$ cat config.mk
export PLATFORM = sky130hd
export DESIGN_NAME = dcpid_side
export DESIGN_NICKNAME = d
export VERILOG_FILES = /design/src/dcpid_pkg.sv /design/src/dcpid_side.sv
export SDC_FILE = /design/constraint.sdc
export NUM_CORES = 2
export LEC_CHECK = 0
export ABC_AREA = 0
export CORE_MARGIN = 10
export CORE_UTILIZATION = 30
export CTS_BUF_LIST = sky130_fd_sc_hd__clkbuf_16
export DETAILED_ROUTE_END_ITERATION = 12
export DONT_BUFFER_PORTS = 1
export PLACE_DENSITY_LB_ADDON = 0.08
export SYNTH_ARGS = -nofsm -noshare
export SYNTH_HDL_FRONTEND = slang
export SYNTH_SLANG_ARGS = --single-unit
$ cat constraint.sdc
create_clock -name clk_i -period 16 [get_ports clk_i]
set_input_delay 2.4 -clock clk_i [delete_from_list [all_inputs] [get_ports clk_i]]
set_output_delay 2.4 -clock clk_i [all_outputs]
set_load 0.02 [all_outputs]
$ cat src/dcpid_pkg.sv
`default_nettype none
package dcpid_pkg;

  localparam int GAIN_BITS          = 16;
  localparam int DRIVE_BITS         = 13;
  localparam int DRIVE_LIMIT        = 3072;
  localparam int POSITION_BITS_DEF  = 24;
  localparam int SUM_BITS_DEF       = 32;
  localparam int CFG_IDX_BITS       = 3;

  typedef enum logic [CFG_IDX_BITS-1:0] {
    REG_LEFT_KP      = 3'd0,
    REG_LEFT_KI      = 3'd1,
    REG_LEFT_KD      = 3'd2,
    REG_RIGHT_KP     = 3'd3,
    REG_RIGHT_KI     = 3'd4,
    REG_RIGHT_KD     = 3'd5,
    REG_LEFT_TARGET  = 3'd6,
    REG_RIGHT_TARGET = 3'd7
  } cfg_reg_e;

  // pipeline control handed to each side
  typedef struct packed {
    logic adv;  // all stages move one step
    logic upd;  // a valid item leaves the input register: update loop state
  } side_ctrl_t;

endpackage
`default_nettype wire

$ cat src/dcpid_side.sv
`default_nettype none
module dcpid_side #(
  parameter int POSITION_BITS = dcpid_pkg::POSITION_BITS_DEF,
  parameter int SUM_BITS      = dcpid_pkg::SUM_BITS_DEF
) (
  input  wire                                       clk_i,
  input  wire                                       rst_ni,
  input  wire dcpid_pkg::side_ctrl_t                ctrl_i,
  input  wire logic signed [dcpid_pkg::GAIN_BITS-1:0] kp_i,
  input  wire logic signed [dcpid_pkg::GAIN_BITS-1:0] ki_i,
  input  wire logic signed [dcpid_pkg::GAIN_BITS-1:0] kd_i,
  input  wire logic signed [POSITION_BITS-1:0]      target_i,
  input  wire logic signed [POSITION_BITS-1:0]      position_i,
  output logic signed [dcpid_pkg::DRIVE_BITS-1:0]   drive_o,
  output logic                                      clamped_o
);
  import dcpid_pkg::*;

  localparam int EW  = POSITION_BITS + 1;              // error
  localparam int DW  = EW + 1;                          // derivative
  localparam int AW  = ((SUM_BITS > EW) ? SUM_BITS : EW) + 1;
  localparam int PPW = GAIN_BITS + EW;
  localparam int PDW = GAIN_BITS + DW;
  localparam int PIW = GAIN_BITS + SUM_BITS;
  localparam int WW  = ((PIW > PDW) ? PIW : PDW) + 2;

  localparam logic signed [SUM_BITS-1:0] SUM_MAX = {1'b0, {(SUM_BITS-1){1'b1}}};
  localparam logic signed [SUM_BITS-1:0] SUM_MIN = {1'b1, {(SUM_BITS-1){1'b0}}};
  localparam logic signed [WW-1:0]       LIM_HI  = WW'(DRIVE_LIMIT);
  localparam logic signed [WW-1:0]       LIM_LO  = -LIM_HI;

  // loop state
  logic signed [EW-1:0]       last_err_q;
  logic signed [SUM_BITS-1:0] sum_q;

  // stage 1
  logic signed [EW-1:0]       err_d, err_q;
  logic signed [DW-1:0]       deriv_d, deriv_q;
  logic signed [AW-1:0]       sum_wide;
  logic signed [SUM_BITS-1:0] sum_d, sumv_q;

  // stage 2
  logic signed [PPW-1:0]      pp_d, pp_q;
  logic signed [PDW-1:0]      pd_d, pd_q;
  logic signed [PIW-1:0]      pi_d, pi_q;

  // stage 3
  logic signed [WW-1:0]         power;
  logic signed [DRIVE_BITS-1:0] drive_d;
  logic                         clamped_d;

  always_comb begin
    err_d    = EW'(target_i) - EW'(position_i);
    deriv_d  = DW'(err_d) - DW'(last_err_q);
    sum_wide = AW'(sum_q) + AW'(err_d);
    if (sum_wide > AW'(SUM_MAX)) begin
      sum_d = SUM_MAX;
    end else if (sum_wide < AW'(SUM_MIN)) begin
      sum_d = SUM_MIN;
    end else begin
      sum_d = SUM_BITS'(sum_wide);
    end
  end

  always_ff @(posedge clk_i or negedge rst_ni) begin
    if (!rst_ni) begin
      last_err_q <= '0;
      sum_q      <= '0;
    end else if (ctrl_i.upd) begin
      last_err_q <= err_d;
      sum_q      <= sum_d;
    end
  end

  assign pp_d = PPW'(kp_i) * PPW'(err_q);
  assign pd_d = PDW'(kd_i) * PDW'(deriv_q);
  assign pi_d = PIW'(ki_i) * PIW'(sumv_q);

  always_comb begin
    power = WW'(pp_q) + WW'(pd_q) + WW'(pi_q);
    if (power > LIM_HI) begin
      drive_d   = DRIVE_BITS'(LIM_HI);
      clamped_d = 1'b1;
    end else if (power < LIM_LO) begin
      drive_d   = DRIVE_BITS'(LIM_LO);
      clamped_d = 1'b1;
    end else begin
      drive_d   = DRIVE_BITS'(power);
      clamped_d = 1'b0;
    end
  end

  always_ff @(posedge clk_i) begin
    if (ctrl_i.adv) begin
      err_q     <= err_d;
      deriv_q   <= deriv_d;
      sumv_q    <= sum_d;
      pp_q      <= pp_d;
      pd_q      <= pd_d;
      pi_q      <= pi_d;
      drive_o   <= drive_d;
      clamped_o <= clamped_d;
    end
  end

endmodule
`default_nettype wire

# --- Word level (Yosys, flattened, before mapping) ---
# Cells that the tools add are included.
classes:
  n_addsub: 5
  n_mul: 3
  n_lt_le_gt_ge: 4
  muxes: 4
  n_reduce_logical: 1
op_table:
  columns: ["cell", "n"]
  rows:
  - ["$mux W32", 2]
  - ["$add A43 B48 Y49", 1]
  - ["$gt A49 B13 Y1 const B", 1]
  - ["$lt A49 B13 Y1 const B", 1]
  - ["$mul A16 B32 Y48", 1]
  - ["$add A41 B42 Y43", 1]
  - ["$mul A16 B26 Y42", 1]
  - ["$mul A16 B25 Y41", 1]
  - ["$add A32 B25 Y33", 1]
  - ["$gt A33 B32 Y1 const B", 1]
  - ["$lt A33 B32 Y1 const B", 1]
  - ["$sub A25 B25 Y26", 1]
  - ["$sub A24 B24 Y25", 1]
  - ["$mux W13", 1]
  - ["$reduce_or A2 Y1", 1]
  - ["$mux W1", 1]
word_totals:
  register_bits: 285
  out_inout_bits: 14
  elab_cells: 28

# --- Longest topological paths before layout ---
depth:
  ltp_word: 5
  ltp_mapped: 28
  depth_no_buf: 26

# --- Least setup slack after synthesis ---
# Ideal clock, no wire load.
synth_timing:
  kind: "input to register"
  startpoint: "input port kd_i[7] in the netlist's numbering"
  endpoint: "register pd_q[39], data pin"
  setup_time_ns: 0.129
  arrival_ns: 8.552
  required_time_ns: 15.871
  setup_slack_ns: 7.318
  path_stages: 24
  n_path_buf: 2
  path_cell_list: "clkbuf_1 -> clkbuf_1 -> nand2_1 -> fa_1 -> inv_1 -> fa_1 -> fa_1 -> fa_1 -> fa_1 -> inv_1 -> fa_1 -> inv_1 -> ha_1 -> a21o_1 -> a21o_1 -> a21o_1 -> a21o_1 -> a21o_1 -> a2111o_1 -> o2111ai_1 -> o211ai_1 -> a41o_1 -> nor4b_1 -> a211o_1"
synth_via:
  elab_chain_cells: 1
synth_rtl:
  columns: ["item", "line_no", "rtl"]
  rows:
  - ["from (decl)", "dcpid_side.sv:11", "input wire logic signed [dcpid_pkg::GAIN_BITS-1:0] kd_i,"]
  - ["$mul A16 B26 Y42", "dcpid_side.sv:76", "assign pd_d = PDW'(kd_i) * PDW'(deriv_q);"]
  - ["net pd_d[39]", "dcpid_side.sv:44", "logic signed [PDW-1:0] pd_d, pd_q;"]
  - ["to (signal assigned)", "dcpid_side.sv:99", "pd_q <= pd_d;"]
  - ["to (decl)", "dcpid_side.sv:44", null]
# The timed path passes the listed nets, and every way through them passes these cells.
# A chain may end at the register's enable or synchronous reset.

# --- Final worst setup path ---
layout_timing:
  startpoint: "input port target_i[0]"
  endpoint: "register sumv_q[28], data pin"
layout_via:
  elab_chain_cells: 5
  word_cells_on_any_way: 6
  classes_between: "2 x add/sub; 2 x order compare; 2 x mux"
layout_rtl:
  columns: ["item", "line_no", "rtl"]
  rows:
  - ["from (decl)", "dcpid_side.sv:12", "input wire logic signed [POSITION_BITS-1:0] target_i,"]
  - ["$sub A24 B24 Y25 *", "dcpid_side.sv:53", "err_d = EW'(target_i) - EW'(position_i);"]
  - ["net err_d[24]", "dcpid_side.sv:37", "logic signed [EW-1:0] err_d, err_q;"]
  - ["$add A32 B25 Y33 *", "dcpid_side.sv:55", "sum_wide = AW'(sum_q) + AW'(err_d);"]
  - ["$lt A33 B32 Y1", "dcpid_side.sv:58", "end else if (sum_wide < AW'(SUM_MIN)) begin"]
  - ["$mux W32", "dcpid_side.sv:58", null]
  - ["$mux W32 *", "dcpid_side.sv:56", "if (sum_wide > AW'(SUM_MAX)) begin"]
  - ["net sum_d[28]", "dcpid_side.sv:40", "logic signed [SUM_BITS-1:0] sum_d, sumv_q;"]
  - ["to (signal assigned)", "dcpid_side.sv:97", "sumv_q <= sum_d;"]
  - ["to (decl)", "dcpid_side.sv:40", null]
# The timed path passes the listed nets; every way through them passes the cells marked *.

==> impl_metrics.toml <==
[floorplan]
fp.dieW_um = 484
num_rows = 170
core_um2 = 214000
dieHeight_um = 484
start_util_pct = 30.1
pin_count = 114
floorplan.die_area_um2 = 234000

[synth]
synth_nets = 8909
synth_seq_area_share_pct = 12.8
yosys_register_bits = 285
yosys.cell_types.count = 90
synth_top_area_cell = "fa_1"
synth_edf_count = 228
synthArstFlopShare_pct = 20.0
syn-cell-area_um2 = 64500
yosys_warnings = 0
synthCells = 7037
syn_avg_cell_area_um2 = 9.17
synth_flop_cell = "edfxtp_1"
yosys-top-cells-area = "fa_1 (41%), edfxtp_1 (11%), inv_1 (9.6%)"
synth_top_area_share_pct = 41.2

[route]
drt-total-wl_um = 202000
viasPerCell = 4.69
route.detailed.wl_per_inst_um = 20.8
drtIter0Drc = 2427
drtPass1Iterations = 6
vias = 45500
drc = 0
ant_nets = 0

[cts]
cts_setup_buffers = 0
ctsHtreeMaxLevel = 2
hold_buffers = 0
ctsResizeCount = 0
cts.reportedPaths.clkPinSlew_ns = 0.06
numClockSinks = 285
root_buffer = "clkbuf_16"
cts_buffer_depth = 3
cts_tree = "done"
insertion_delay_ns = 0.64
cts_buffers = 41

[global_routing]
grt_usage_pct = 17.5
grt_max_degree = 229
grt_pass1_wl_um = 316000
grt_pass1_vias = 50300
grt_overflow = 0
antenna_found_initial = 18

[timing]
max_freq_ghz = 0.114
hold_viol_final = 0
period_needed_ns = 8.76
worstMarginPinSlew_ns = 1.15
setup-violations-final = 0
timing.final.crit_share_pct = 54.8
final.setup_skew_ns = 0.0360
max_slew_margin_pct = 22.9
rsz0062_at_grt = "false"
slew_violations = 0
final.setup.tns_ns = 0

[worst_setup_path]
arrival_ns = 9.17
worstSetupStartpointType = "primary input"
crit_type = "in2reg"
critical_path.max_fanout = 21
rrSetupSlack_ns = 8.20
cp-end-kind = "register"
required_ns = 16.40

[placement]
gp_congestion = 0.815
place_hpwl_um = 159000
port_buffers = 0

[final_layout]
nets = 8716
seq_area_um2 = 8270
final_common_cell = "inv_1"
multi_input_area_um2 = 49000
fillers = 22500
drive_gt1_share_pct = 2.28
area_growth_pct = 6.43
final_util_pct = 32.1
final_cell_mix = "inv_1 (1659), fa_1 (1328), nand2_1 (999), ha_1 (444), and2_1 (432)"

[run_status]
status = "finished, final reports clean"

[run]
drv_cap = 0

[worst_hold_path]
hold_path_class = "reg2reg"
critical path, cell delays in order:
cell and delay (ns):
inv_1 0.04, ha_1 0.16, inv_1 0.05, fa_1 0.39, a21o_1 0.18, a21oi_1 0.22, nor2b_1 0.09, o31ai_1 0.46
o31ai_1 0.26, a211oi_1 0.38, o31ai_1 0.18, o21ai_0 0.30, nor3b_1 0.10, a211oi_2 0.23, buf_4 0.27, ha_1 0.36
a21oi_1 0.17, nor2b_1 0.06, o21ai_0 0.14, nand2b_1 0.12, mux2_2 0.24, o311ai_0 0.13, nor3b_1 0.73, and2_1 0.97
nor2_1 0.18, nor2_1 0.32
final timing paths:
| kind | depth (start not counted) | to | from |
|---|---|---|---|
| worst min-delay path | 1 | last_err_q[23]$_DFFE_PN0P_ | last_err_q[23]$_DFFE_PN0P_ |
| min in group asynchronous | 0 | sum_q[25]$_DFFE_PN0P_ | rst_ni |
| worst min register to register | 1 | last_err_q[23]$_DFFE_PN0P_ | last_err_q[23]$_DFFE_PN0P_ |
| worst max-delay path | 26 | sumv_q[28]$_DFFE_PP_ | target_i[0] |
| worst max register to register | 19 | pd_q[36]$_DFFE_PP_ | deriv_q[11]$_DFFE_PP_ |
| max in group asynchronous | 0 | last_err_q[1]$_DFFE_PN0P_ | rst_ni |
sequential cells by signal, indices dropped and copies added (netlist names):
signal,flops
deriv_q,26
sum_q,32
drive_o,13
last_err_q,25
clamped_o,1
pi_q,48
sumv_q,32
err_q,25
pp_q,41
pd_q,42
cell usage after synthesis (57+ instances only):
library cell  number
nand3_1           64
dfrtp_1           57
o21ai_0          144
a21o_1           119
a21oi_1          229
and2_1           432
nand2b_1          59
inv_1           1649
nand2_1          999
edfxtp_1         228
nor2_1           244
clkbuf_1         264
xnor2_1          170
xor2_1            64
fa_1            1328
ha_1             444
routing by layer:
metal	wire, um	vias up	GRT usage [%]
met5	0	-	0
met4	2070	0	2.04
met3	8260	99	2.15
met2	92600	716	28.4
met1	99200	23700	25.6
li1	-	21000	-
metrics by stage:
stage | cell area (um^2) | setup slack, ns | instances | hold WS, ns
3_3_place_gp | 67300 | 6.55 | 9639 | 0.491
2_1_floorplan | 64500 | 7.32 | 7037 | 0.481
3_5_place_dp | 67300 | 6.60 | 9639 | 0.495
6_report | 68700 | 7.24 | 9716 | 0.502
5_1_grt | 68600 | 6.55 | 9713 | 0.516
4_1_cts | 68600 | 7.26 | 9713 | 0.509
cell type report:
class,count,area share [%]
Timing Repair Buffer,41,0.448
Sequential cell,285,12.1
Clock inverter,33,0.468
Tap cell,2838,5.17
Inverter,1650,9.02
Antenna cell,3,0.0109
Clock buffer,41,1.49
Multi-Input combinational cell,4825,71.3
kinds of logic (layout without fill, tap and decap cells):
kind of cell / count (synthesis) / in the layout / share of synthesized area [%]
other cells: 0 / 3 / 0
fa+ha+maj: 1774 / 1774 / 49.9
flops: 285 / 285 / 12.8
simple gates: 2000 / 2000 / 14.5
compound gates: 798 / 798 / 8.07
mux: 19 / 19 / 0.320
buf+inv: 1927 / 1765 / 11.3
xor+xnor: 234 / 234 / 3.18
Power is not shown: default switching activity piles up to over one toggle a cycle in this logic, so the estimate is an artifact.
